`src/hw/rtl/olie_pkg.sv`:
```
// field widths, operation kinds and status codes of the ordered list
// depends on nothing; used by ordered_list_insert_erase
package olie_pkg;

  localparam int KIND_W   = 3;
  localparam int POS_W    = 5;
  localparam int DATA_W   = 32;
  localparam int STATUS_W = 2;
  localparam int COUNT_W  = 6;

  typedef enum logic [KIND_W-1:0] {
    KIND_PUSH_BACK = 3'd0,
    KIND_POP_BACK  = 3'd1,
    KIND_POP_FRONT = 3'd2,
    KIND_INSERT    = 3'd3,
    KIND_ERASE     = 3'd4,
    KIND_DUMP      = 3'd5
  } kind_t;

  localparam logic [STATUS_W-1:0] ST_OK    = 2'd0;
  localparam logic [STATUS_W-1:0] ST_FULL  = 2'd1;
  localparam logic [STATUS_W-1:0] ST_EMPTY = 2'd2;
  localparam logic [STATUS_W-1:0] ST_POS   = 2'd3;

endpackage

```
`src/hw/rtl/ordered_list_insert_erase.sv`:
```
// ordered list of signed words held in one synchronous memory, with
// insert/erase/pop front done as one-entry-per-cycle shift sweeps
// depends on olie_pkg
//
//  channel   direction  handshake            payload
//  request   in         req_valid/req_stall  kind, position, value
//  result    out        res_valid/res_stall  status, count, element, last
//
// push back, pop back and every failed request go from idle straight to the emit state.
// pop front, erase and insert run a shift sweep over the entries that move; the sweep
// reads one entry and writes its neighbor per cycle on the single memory port pair,
// then drains one pending write.
// dump: each element is read in DUMP_RD and then emitted from DUMP_EMIT.
// a request is taken only while no earlier one is being worked on; a waiting
// result does not block it. a stalled result holds the block at its next emit.
// synchronous reset empties the list; memory contents are not cleared.
module ordered_list_insert_erase #(
  parameter int DEPTH = 32
) (
  input  logic                                 clk,
  input  logic                                 rst,
  input  logic                                 req_valid,
  output logic                                 req_stall,
  input  logic [olie_pkg::KIND_W-1:0]          kind,
  input  logic [olie_pkg::POS_W-1:0]           position,
  input  logic signed [olie_pkg::DATA_W-1:0]   value,
  output logic                                 res_valid,
  input  logic                                 res_stall,
  output logic [olie_pkg::STATUS_W-1:0]        status,
  output logic [olie_pkg::COUNT_W-1:0]         count,
  output logic signed [olie_pkg::DATA_W-1:0]   element,
  output logic                                 last
);

  localparam int IW   = (DEPTH > 1) ? $clog2(DEPTH) : 1;
  localparam int CW   = $clog2(DEPTH + 1);
  localparam int CMPW = (CW > olie_pkg::POS_W) ? CW : olie_pkg::POS_W;

  typedef enum logic [2:0] {
    IDLE,
    SHIFT,
    EMIT,
    DUMP_RD,
    DUMP_EMIT
  } state_t;

  state_t                        state;
  logic [CW-1:0]                 cnt;
  logic [IW-1:0]                 ptr;
  logic [IW-1:0]                 last_addr;
  logic [CW-1:0]                 rem;
  logic                          pend;
  olie_pkg::kind_t               op_kind;
  logic [IW-1:0]                 op_pos;
  logic [olie_pkg::DATA_W-1:0]   op_value;
  logic [olie_pkg::STATUS_W-1:0] emit_status;

  logic [olie_pkg::DATA_W-1:0] mem [DEPTH];
  logic [olie_pkg::DATA_W-1:0] rd_data;
  logic                        we;
  logic                        re;
  logic [IW-1:0]               waddr;
  logic [IW-1:0]               raddr;
  logic [olie_pkg::DATA_W-1:0] wdata;

  logic out_free;
  logic emit_go;
  logic full;
  logic pos_lt;
  logic shift_left;

  assign req_stall  = (state != IDLE);
  assign out_free   = !res_valid || !res_stall;
  assign emit_go    = (state == EMIT || state == DUMP_EMIT) && out_free;
  assign full       = (cnt >= CW'(DEPTH));
  assign pos_lt     = (CMPW'(position) < CMPW'(cnt));
  assign shift_left = (op_kind != olie_pkg::KIND_INSERT);

  always_comb begin
    we    = 1'b0;
    re    = 1'b0;
    waddr = '0;
    wdata = '0;
    raddr = ptr;
    if (state == IDLE && req_valid && kind == olie_pkg::KIND_PUSH_BACK && !full) begin
      we    = 1'b1;
      waddr = IW'(cnt);
      wdata = value;
    end else if (state == SHIFT) begin
      if (pend) begin
        we    = 1'b1;
        waddr = shift_left ? (last_addr - IW'(1)) : (last_addr + IW'(1));
        wdata = rd_data;
      end else if (rem == '0 && !shift_left) begin
        // the freed slot takes the inserted value
        we    = 1'b1;
        waddr = op_pos;
        wdata = op_value;
      end
      re = (rem != '0);
    end else if (state == DUMP_RD) begin
      re = 1'b1;
    end
  end

  always_ff @(posedge clk) begin
    if (we) begin
      mem[waddr] <= wdata;
    end
    if (re) begin
      rd_data <= mem[raddr];
    end
  end

  always_ff @(posedge clk) begin
    if (rst) begin
      state     <= IDLE;
      cnt       <= '0;
      pend      <= 1'b0;
      res_valid <= 1'b0;
    end else begin
      if (emit_go) begin
        res_valid <= 1'b1;
      end else if (!res_stall) begin
        res_valid <= 1'b0;
      end
      unique case (state)
        IDLE: begin
          if (req_valid) begin
            op_kind  <= olie_pkg::kind_t'(kind);
            op_pos   <= IW'(position);
            op_value <= value;
            pend     <= 1'b0;
            priority case (kind)
              olie_pkg::KIND_PUSH_BACK: begin
                if (full) begin
                  emit_status <= olie_pkg::ST_FULL;
                end else begin
                  emit_status <= olie_pkg::ST_OK;
                  cnt         <= cnt + CW'(1);
                end
                state <= EMIT;
              end
              olie_pkg::KIND_POP_BACK: begin
                if (cnt == '0) begin
                  emit_status <= olie_pkg::ST_EMPTY;
                end else begin
                  emit_status <= olie_pkg::ST_OK;
                  cnt         <= cnt - CW'(1);
                end
                state <= EMIT;
              end
              olie_pkg::KIND_POP_FRONT: begin
                if (cnt == '0) begin
                  emit_status <= olie_pkg::ST_EMPTY;
                  state       <= EMIT;
                end else begin
                  op_pos <= '0;
                  ptr    <= IW'(1);
                  rem    <= cnt - CW'(1);
                  state  <= SHIFT;
                end
              end
              olie_pkg::KIND_INSERT: begin
                if (full) begin
                  emit_status <= olie_pkg::ST_FULL;
                  state       <= EMIT;
                end else if (!pos_lt) begin
                  emit_status <= olie_pkg::ST_POS;
                  state       <= EMIT;
                end else begin
                  // sweep downward from the tail
                  ptr   <= IW'(cnt - CW'(1));
                  rem   <= cnt - CW'(position);
                  state <= SHIFT;
                end
              end
              olie_pkg::KIND_ERASE: begin
                if (cnt == '0) begin
                  emit_status <= olie_pkg::ST_EMPTY;
                  state       <= EMIT;
                end else if (!pos_lt) begin
                  emit_status <= olie_pkg::ST_POS;
                  state       <= EMIT;
                end else begin
                  ptr   <= IW'(position) + IW'(1);
                  rem   <= cnt - CW'(1) - CW'(position);
                  state <= SHIFT;
                end
              end
              olie_pkg::KIND_DUMP: begin
                if (cnt == '0) begin
                  emit_status <= olie_pkg::ST_EMPTY;
                  state       <= EMIT;
                end else begin
                  ptr   <= '0;
                  rem   <= cnt;
                  state <= DUMP_RD;
                end
              end
              default: begin
                // unused kinds are dropped without a result
              end
            endcase
          end
        end
        SHIFT: begin
          if (rem != '0) begin
            last_addr <= ptr;
            ptr       <= shift_left ? (ptr + IW'(1)) : (ptr - IW'(1));
            rem       <= rem - CW'(1);
            pend      <= 1'b1;
          end else begin
            pend <= 1'b0;
          end
          if (rem == '0 && !pend) begin
            cnt         <= shift_left ? (cnt - CW'(1)) : (cnt + CW'(1));
            emit_status <= olie_pkg::ST_OK;
            state       <= EMIT;
          end
        end
        EMIT: begin
          if (out_free) begin
            status    <= emit_status;
            count     <= olie_pkg::COUNT_W'(cnt);
            element   <= '0;
            last      <= 1'b1;
            state     <= IDLE;
          end
        end
        DUMP_RD: begin
          ptr   <= ptr + IW'(1);
          rem   <= rem - CW'(1);
          state <= DUMP_EMIT;
        end
        DUMP_EMIT: begin
          if (out_free) begin
            status    <= olie_pkg::ST_OK;
            count     <= olie_pkg::COUNT_W'(cnt);
            element   <= rd_data;
            last      <= (rem == '0);
            state     <= (rem == '0) ? IDLE : DUMP_RD;
          end
        end
        default: begin
          state <= IDLE;
        end
      endcase
    end
  end

  a_cnt_bound: assert property (@(posedge clk) disable iff (rst)
    cnt <= CW'(DEPTH))
    else $error("element count above capacity");

  a_no_rw_clash: assert property (@(posedge clk) disable iff (rst)
    (we && re) |-> (waddr != raddr))
    else $error("shift sweep reads and writes the same entry");

  a_cnt_step: assert property (@(posedge clk) disable iff (rst)
    ##1 (cnt == $past(cnt) || cnt == $past(cnt) + CW'(1) || cnt == $past(cnt) - CW'(1)))
    else $error("element count moved by more than one");

  a_dump_cnt_hold: assert property (@(posedge clk) disable iff (rst)
    (state == DUMP_RD || state == DUMP_EMIT) |=> $stable(cnt))
    else $error("element count changed during dump");

  a_emit_free: assert property (@(posedge clk) disable iff (rst)
    (res_valid && res_stall) |=> (res_valid && $stable(element) && $stable(last)))
    else $error("waiting result overwritten");

endmodule

```
`config.mk`:
```
export PLATFORM = sky130hd
export DESIGN_NAME = ordered_list_insert_erase
export DESIGN_NICKNAME = d
export VERILOG_FILES = /design/src/hw/rtl/olie_pkg.sv /design/src/hw/rtl/ordered_list_insert_erase.sv
export SDC_FILE = /design/constraint.sdc
export NUM_CORES = 1
export LEC_CHECK = 0
export ABC_AREA = 1
export BUFFER_PORTS_ARGS = -buffer_cell sky130_fd_sc_hd__buf_2
export CORE_ASPECT_RATIO = 2
export CORE_MARGIN = 1
export CORE_UTILIZATION = 34
export CTS_BUF_LIST = sky130_fd_sc_hd__clkbuf_8
export DETAILED_ROUTE_END_ITERATION = 6
export SYNTH_ARGS = -nofsm -noshare
export SYNTH_HDL_FRONTEND = slang
export SYNTH_SLANG_ARGS = --single-unit
```
`constraint.sdc`:
```
create_clock -name clk -period 4.66 [get_ports clk]
set_input_delay 0.466 -clock clk [delete_from_list [all_inputs] [get_ports clk]]
set_output_delay 0.466 -clock clk [all_outputs]
set_load 0.01 [all_outputs]
```
Word level (Yosys, flattened, before mapping)
Memories as Yosys holds them, arrays and structs flattened. A register that Yosys moved wholly into a read port is not among the register bits.
Cells that the tools add are included.
W data, S select, Z words.
- output and inout port bits: 43
- memories kept: 1
- bits in registers: 110
- word-level logic and storage cells: 175
- input bits: 44
- memory bits (writable): 1024
- memories (name ; depth ; bits a word ; read ports ; clocked after memory_dff ; write ports ; line ; source):
    mem ; 32 ; 32 ; 1 ; 1 ; 1 ; ordered_list_insert_erase.sv:58 ; logic [olie_pkg::DATA_W-1:0] mem [DEPTH];
- eq/ne operators: 29
- bitwise operators: 1
- reduce and logical (&&, ||, !) cells: 34
- $lt $le $gt $ge: 2
- multiplexer cells: 83
- add/subtract/negate cells: 10
- operator list (operator ; count):
    $mux W32 ; 6
    $mux W5 ; 16
    $mux W6 ; 12
    $pmux W32 S2 ; 1
    $pmux W3 S5 ; 2
    $mux W2 ; 13
    $ne A3 B3 Y1 const B ; 8
    $pmux W6 S2 ; 2
    $pmux W6 S4 ; 1
    $pmux W5 S4 ; 1
    $pmux W6 S3 ; 1
    $mux W1 ; 17
    $add A5 B1 Y5 const B ; 3
    $mux W3 ; 5
    $pmux W5 S3 ; 1
    $eq A3 B2 Y1 const B ; 4
    $logic_not A6 Y1 ; 2
    $ne A6 B2 Y1 const B ; 2
    $reduce_and A6 Y1 ; 2
    $sub A6 B1 Y6 const B ; 2
    $sub A6 B5 Y6 ; 2
    $reduce_and A11 Y1 ; 1
    $pmux W2 S5 ; 1
    $sub A5 B1 Y5 const B ; 2
    25 further kinds ; 52

Longest topological paths before layout
Gate-level depths: netlist of run 1.
- depth in word-level cells: 9
- depth in mapped cells: 16
- depth with buffers taken out: 15

Worst setup path after synthesis of run 1
OpenSTA, ideal clock, no wires.
- path type: register -> register
- start point: register op_kind[2]
- end point: memory mem[0][0] (netlist name) (enable)
- buffers on the path: 0
- library setup time: 0.421 ns
- cell stages (with the launch flop): 15
- data arrival time: 3.355 ns
- period minus slack after synthesis: 3.776 ns
- required time: 4.239 ns
- path slack: 0.884 ns
- cells stage by stage: edfxtp_1 -> inv_1 -> nand3_1 -> fa_1 -> nand2_1 -> nand2_1 -> a21oi_1 -> inv_1 -> nand2_1 -> nand2_1 -> nor2_1 -> nor2_1 -> nor2_1 -> nand3_1 -> nor2_1
- cells in the longest elaborated chain, start to end: 9
- elaborated cells between the ends (all ways): 14
- classes of those cells: 1 x eq/ne; 11 x mux; 2 x reduce/logical
- ends and longest elaborated chain (item ; line ; source):
    from (decl) ; ordered_list_insert_erase.sv:53 ; olie_pkg::kind_t op_kind;
    from (signal assigned) ; ordered_list_insert_erase.sv:130 ; op_kind <= olie_pkg::kind_t'(kind);
    $ne A3 B2 Y1 * ; ordered_list_insert_erase.sv:77 ; assign shift_left = (op_kind != olie_pkg::KIND_INSERT);
    $logic_not A1 Y1 ; ordered_list_insert_erase.sv:94 ; end else if (rem == '0 && !shift_left) begin
    $logic_and A1 B1 Y1 ; ordered_list_insert_erase.sv:94 ;
    $mux W1 ; ordered_list_insert_erase.sv:94 ;
    $mux W1 ; ordered_list_insert_erase.sv:90 ; if (pend) begin
    $mux W1 ; ordered_list_insert_erase.sv:89 ; end else if (state == SHIFT) begin
    $mux W1 ; ordered_list_insert_erase.sv:85 ; if (state == IDLE && req_valid && kind == olie_pkg::KIND_PUSH_BACK && !full) begin
    $mux W1 ; ordered_list_insert_erase.sv:107 ; if (we) begin
    $mux W1 (not written as such) ; ordered_list_insert_erase.sv:108 ; mem[waddr] <= wdata;
    to (decl) ; ordered_list_insert_erase.sv:58 ;
Mark *: on every way between the ends. The rest lies on a longest branch, timed or not.

Worst setup path in the final report of run 1
- start point: register rem[2]
- end point: memory mem[22][10] (netlist name) (enable)
- cells in the longest elaborated chain, start to end: 8
- elaborated cells between the ends (all ways): 12
- classes of those cells: 10 x mux; 2 x reduce/logical
- ends and longest elaborated chain (item ; line ; source):
    from (decl) ; ordered_list_insert_erase.sv:51 ; logic [CW-1:0] rem;
    from (signal assigned) ; ordered_list_insert_erase.sv:160 ; rem <= cnt - CW'(1);
    from (signal assigned) ; ordered_list_insert_erase.sv:174 ; rem <= cnt - CW'(position);
    from (signal assigned) ; ordered_list_insert_erase.sv:187 ; rem <= cnt - CW'(1) - CW'(position);
    $logic_not A6 Y1 * ; ordered_list_insert_erase.sv:94 ;
    $logic_and A1 B1 Y1 * ; ordered_list_insert_erase.sv:94 ;
    $mux W1 ; ordered_list_insert_erase.sv:94 ;
    $mux W1 ; ordered_list_insert_erase.sv:90 ;
    $mux W1 ; ordered_list_insert_erase.sv:89 ;
    $mux W1 ; ordered_list_insert_erase.sv:85 ;
    $mux W1 ; ordered_list_insert_erase.sv:107 ;
    $mux W1 (not written as such) ; ordered_list_insert_erase.sv:108 ;
Marks and branches as above.

==> impl_metrics.csv, run 1 <==
group,metric,value,unit
outcome,outcome,"finished clean",
power_and_ir_drop,irDropWorstVdd,0.000216,V
critical_path,arrival,4.03,ns
synthesis,ys_warn_count,0,
global_route,grt_max_degree,95,
placement,hpwl,87.1,mm
synthesis,yosysSeqAreaShare,75.7,%
sta,finalSetupTns,0,ns
layout,nets,3693,
synthesis,yosysMostFrequentCell,"edfxtp_1",
synthesis,ys_top_cells_by_area,"edfxtp_1, nor2_1, o22ai_1",
sta,fmax,0.276,GHz
critical_path,r2r_end,"mem[22][10]",
synthesis,ys.flop_type,"edfxtp_1",
synthesis,synth_cell_types,47,
floorplanning,die_y,523,um
hold_path,hold_start,"req_valid",
floorplanning,dieArea,137000,um^2
layout,postLayoutCoreUtil,39.3,%
run,max_cap_violations,0,
critical_path,cp_max_fo,32,
hold_path,hold_class,"primary input to flip-flop",
cts,clock_latency,0.80,ns
cts,cts_tree,"yes",
drt,drtPass1Iterations,5,
synthesis,async_flop_share,0,%
critical_path,crit-reg2reg-launch,"rem[2]",
floorplanning,io_pins,87,
synthesis,synthTopCellsByCount,"edfxtp_1, nor2_1, o21ai_0, o22ai_1, nand3_1",
drt,ant_nets,0,
global_route,grt-ovfl-total,0,
placement,dp.cells,5167,
sta,relSlewSlack,18.2,%
drt,drc,0,
critical_path,criticalPathCategory,"flip-flop to flip-flop",
cts,cts_sinks,1166,
layout,area.growth.synth_to_final,14.3,%
global_route,grt_pass1_vias,30200,
critical_path,r2r_setup_slack,1.04,ns
synthesis,synthCells,3426,
layout,drive_gt1_share,13.5,%
critical_path,r2r_cells,12,
floorplanning,num_rows,190,
drt,drt_iter0_markers,2393,
sta,drv_slew,0,
synthesis,yosysTopAreaCellShare,75.2,%
sta,finalHoldViolCount,0,
sta,clock_skew,0.0463,ns
critical_path,cp-start-kind,"flip-flop",
global_route,grt_pass1_wl,199,mm
drt,wirelength,137,mm
placement,gp_congestion,0.928,
sta,rsz0062_at_grt,"false",
sta,finalCriticalPeriod,3.62,ns
floorplanning,initial_core_util,34.3,%
cts,htreeDepth,4,
layout,multiInputGateArea,10200,um^2
cts,path_clk_slew,0.08,ns
sta,setup_viol,0,
power_and_ir_drop,power,25.4,mW
floorplanning,core,134000,um^2
cts,ctsLongestPathBuffers,3,
sta,fin_crit_sh,77.8,%
placement,portBuffers,86,
critical_path,worstSetupEndpointType,"flip-flop",
hold_path,whs_path_depth,4,
sta,worst_slew_pin_slew,1.22,ns
synthesis,synth_edf_count,1155,
layout,final_cells,5473,
drt,post_drt_wl_per_cell,25.1,um
power_and_ir_drop,leakage,17.8,nW
global_route,antenna_found_initial,7,
hold_path,min_to,"pend",
layout,nFillCells,12400,
drt,vias,29800,
drt,via_per_inst,5.45,
synthesis,avgSynthCellArea,13.5,um^2
synthesis,syn_area,46100,um^2
global_route,grt_usage,19.8,%
synthesis,synth_seq_cells,1166,
floorplanning,die_w,262,um
critical_path,crit_start,"rem[2]",
power_and_ir_drop,power.density,481,nW/um^2
cts,clockRootBuffer,"clkbuf_8",
synthesis,synth_nets,3494,
layout,seqCellArea,34900,um^2
synthesis,synth_area_leader_cell,"edfxtp_1",
cts,numCtsBuffers,147,
critical_path,required,5.07,ns
-- routing by layer --
layer	part of all wire, %	routed length (um)	GRT usage (%)
met5	0	0	0
met4	7.5	10300	14.2
met3	5.1	6970	2.39
met2	54	74000	37.5
met1	34	46100	20.0
-- sequential cells by signal, indices dropped and copies added (netlist names), 2 cells and up --
| name | count |
|---|---|
| rem | 6 |
| ptr | 5 |
| state | 3 |
| op_pos | 5 |
| count | 6 |
| emit_status | 2 |
| op_kind | 3 |
| rd_data | 32 |
| cnt | 6 |
| element | 32 |
| mem | 1024 |
| last_addr | 5 |
| op_value | 32 |
| status | 2 |
-- final cells by class --
| cell class | instances | area share, % |
|---|---|---|
| Antenna cell | 3 | 0.0142 |
| Clock buffer | 152 | 3.97 |
| Clock inverter | 114 | 1.71 |
| Inverter | 120 | 0.880 |
| Multi-Input combinational cell | 1930 | 19.3 |
| Sequential cell | 1166 | 66.2 |
| Tap cell | 1728 | 4.10 |
| Timing Repair Buffer | 260 | 3.82 |
-- layout by cell type, fill, tap and decap left out, drive strengths merged, types with 9 or more instances in the layout --
cell	instances
buf	223
clkbuf	152
ha	21
edfxtp	1155
o211ai	151
nand3	178
nor3	19
o22ai	274
clkinv	52
dlygate4sd3	37
nand2	164
a21oi	33
dfxtp	11
o21ai	340
nor2	659
a22o	32
inv	159
o221ai	11
bufinv	14
clkinvlp	9
-- power breakdown --
part / internal (mW) / switching [mW] / total [mW] / leakage [nW]
clock: 3.85 / 3.80 / 7.66 / 1.66
combinational: 1.53 / 4.03 / 5.56 / 5.15
sequential: 11.9 / 0.231 / 12.2 / 11.0
total: 17.3 / 8.06 / 25.4 / 17.8
-- cell families after synthesis --
| logic type | Yosys count | synth area share, % |
|---|---|---|
| fa+ha+maj | 24 | 0.700 |
| flops | 1166 | 75.7 |
| buf+inv | 330 | 2.89 |
| simple gates | 1034 | 9.12 |
| mux | 1 | 0.0217 |
| compound gates | 861 | 11.4 |
| xor+xnor | 10 | 0.190 |
-- worst max-delay path, stage by stage, from the launching register on --
cell      delay [ns]
edfxtp_1        0.46
nor2_1          0.24
nand4_2         0.26
buf_4           0.26
nor2_2          0.10
buf_4           0.25
nand2_1         0.08
nand2_1         0.06
nand2_1         0.10
o21bai_2        0.22
nand3_1         0.41
nor2_4          0.19
buf_4           0.56
-- worst max path at each step --
stage | to | slack, ns | cells after the start
2_1_floorplan | mem[0][0] | 0.88 | 14
3_3_place_gp | mem[8][3] | 1.13 | 15
3_5_place_dp | mem[13][4] | 1.10 | 12
4_1_cts | mem[13][10] | 1.05 | 12
5_1_grt | mem[8][17] | 0.89 | 15
6_report | mem[22][10] | 1.04 | 12
-- through the flow --
step	cell area [um^2]	setup WS [ns]	hold WS [ns]
floorplan	46100	0.884	0.424
global placement	49400	1.13	0.542
detailed placement	49400	1.10	0.540
CTS	52700	1.05	0.0283
global route	52700	0.887	0.0680
finish	52700	1.04	0.0923
-- what timing repair did --
item / in CTS / in global routing
gates resized for setup: 0 / 0
hold endpoints to repair: 37 / 0
buffers inserted: 0 / 0
hold buffers: 37 / 0
No activity file was read; power rests on OpenSTA's default activity.
==> run 2, diff against run 1 <==
==> constraint.sdc (replaced) <==
create_clock -name clk -period 2.95 [get_ports clk]
set_input_delay 0.295 -clock clk [delete_from_list [all_inputs] [get_ports clk]]
set_output_delay 0.295 -clock clk [all_outputs]
set_load 0.01 [all_outputs]
==> impl_metrics.csv, run 2 (synthesis results as in run 1) <==
group,metric,value,unit
hold_path,hold_class,"primary input to flip-flop",
critical_path,r2r_setup_slack,-0.05,ns
power_and_ir_drop,irDropWorstVdd,0.000366,V
cts,numCtsBuffers,159,
hold_path,whs_path_depth,7,
sta,final.setup.worst_slack,-0.0516,ns
global_route,grt_usage,20.5,%
drt,vias,30300,
layout,postLayoutCoreUtil,41.2,%
placement,place_area,51300,um^2
sta,fmax,0.333,GHz
global_route,antenna_found_initial,4,
run,max_cap_violations,0,
global_route,grt_pass1_vias,31000,
hold_path,hold_start,"req_valid",
layout,area.growth.synth_to_final,20.1,%
floorplanning,io_pins,87,
drt,wirelength,144,mm
layout,regMostFlops,"mem",
drt,ant_nets,0,
drt,drt_iter0_markers,2455,
power_and_ir_drop,power,41.0,mW
cts,htreeDepth,4,
sta,setup_viol,70,
layout,layout_commonest_cell,"edfxtp_1",
sta,drv_slew,0,
placement,pre_cts_slack,-0.109,ns
cts,path_clk_slew,0.07,ns
critical_path,crit_start,"op_kind[2]",
drt,drtPass1Iterations,5,
sta,rsz0062_at_grt,"true",
sta,finalCriticalPeriod,3.00,ns
critical_path,crit-reg2reg-launch,"op_kind[2]",
layout,final_cells,5629,
sta,worst_slew_pin_slew,0.854,ns
cts,cts_tree,"yes",
layout,nFillCells,12300,
outcome,outcome,"complete, but fails checks",
cts,clockRootBuffer,"clkbuf_8",
layout,fin_area,55400,um^2
global_route,grt_max_degree,95,
hold_path,min_to,"state[0]",
floorplanning,core,134000,um^2
cts,cts_sinks,1166,
critical_path,r2r_end,"mem[5][17]",
floorplanning,dieArea,137000,um^2
critical_path,required,3.52,ns
critical_path,r2r_cells,18,
outcome,violations,"setup timing",
cts,clock_latency,0.88,ns
global_route,grt-ovfl-total,0,
placement,hpwl,94.8,mm
power_and_ir_drop,leakage,19.0,nW
placement,portBuffers,86,
drt,post_drt_wl_per_cell,25.5,um
floorplanning,num_rows,190,
sta,clock_skew,0.0629,ns
critical_path,cp_max_fo,7,
layout,drive_gt1_share,16.7,%
drt,drc,0,
layout,nets,3847,
layout,seqCellArea,34900,um^2
critical_path,worstSetupEndpointType,"flip-flop",
sta,hold_ws,0.123,ns
global_route,grt_pass1_wl,205,mm
cts,ctsLongestPathBuffers,4,
floorplanning,die_y,523,um
layout,multiInputGateArea,10300,um^2
layout,final_cell_mix,"edfxtp_1, nor2_1, o21ai_0",
sta,relSlewSlack,43.1,%
layout,largest_reg_flops,1024,
sta,finalHoldViolCount,0,
power_and_ir_drop,power.density,739,nW/um^2
drt,via_per_inst,5.38,
sta,fin_crit_sh,102,%
floorplanning,initial_core_util,34.3,%
floorplanning,die_w,262,um
critical_path,criticalPathCategory,"flip-flop to flip-flop",
placement,gp_congestion,0.931,
critical_path,arrival,3.58,ns
placement,dp.cells,5275,
critical_path,cp-start-kind,"flip-flop",
sta,finalSetupTns,-1.46,ns
run 2: changes by cell type in the layout (fill, tap and decap cells not counted), sizes merged, moves of 3 or more:
| cell | delta |
|---|---|
| buf | +126 |
| bufinv | -3 |
| clkbuf | +20 |
| clkinv | +16 |
| clkinvlp | -5 |
| dlygate4sd3 | +7 |
| inv | -7 |
run 2: cell type report:
cell class | count | area share, %
multi-input combinational | 1930 | 18.5
clock buffer | 163 | 4.05
antenna | 5 | 0.0226
inverter | 120 | 0.838
tap | 1728 | 3.90
clock inverter | 115 | 1.41
timing repair buffer | 402 | 8.25
sequential | 1166 | 63.0
run 2: worst max path at each step:
stage	cells after the start	endpoint	slack (ns)
2_1_floorplan	10	mem[16][0]	-0.60
3_3_place_gp	16	mem[7][11]	-0.28
3_5_place_dp	16	mem[7][6]	-0.11
4_1_cts	17	mem[5][27]	0.0002
5_1_grt	18	mem[6][23]	-0.18
6_report	18	mem[5][17]	-0.05
run 2: report_power, final:
part | switching [mW] | internal, mW
Clock | 6.09 | 6.13
Sequential | 0.243 | 18.8
Combinational | 6.69 | 2.97
Total | 13.0 | 27.9
run 2: critical path: stages, from the launching register on:
cell	delay [ns]
edfxtp_1	0.39
inv_2	0.10
nand3_4	0.11
fa_2	0.38
nand2_2	0.09
nand2_2	0.05
a21oi_2	0.11
inv_1	0.06
nand2_1	0.07
nand2_1	0.06
nor2_2	0.13
nor2_1	0.06
nor2_2	0.20
nand3_2	0.17
buf_6	0.17
buf_12	0.13
nor2_4	0.12
buf_12	0.15
clkbuf_16	0.17
run 2: repair_timing:
| action | in CTS | in global routing |
|---|---|---|
| gates cloned | 1 | 13 |
| pin swaps | 3 | 9 |
| endpoints found under the hold margin | 46 | 0 |
| setup endpoints to repair | 166 | 753 |
| buffers inserted | 3 | 10 |
| hold buffers | 44 | 0 |
| resized for setup | 11 | 17 |
run 2: routing by layer:
layer | routed length (um) | GRT usage (%)
met5 | 9 | 0
met4 | 11000 | 14.5
met3 | 6760 | 2.44
met2 | 80100 | 39.9
met1 | 45700 | 19.8
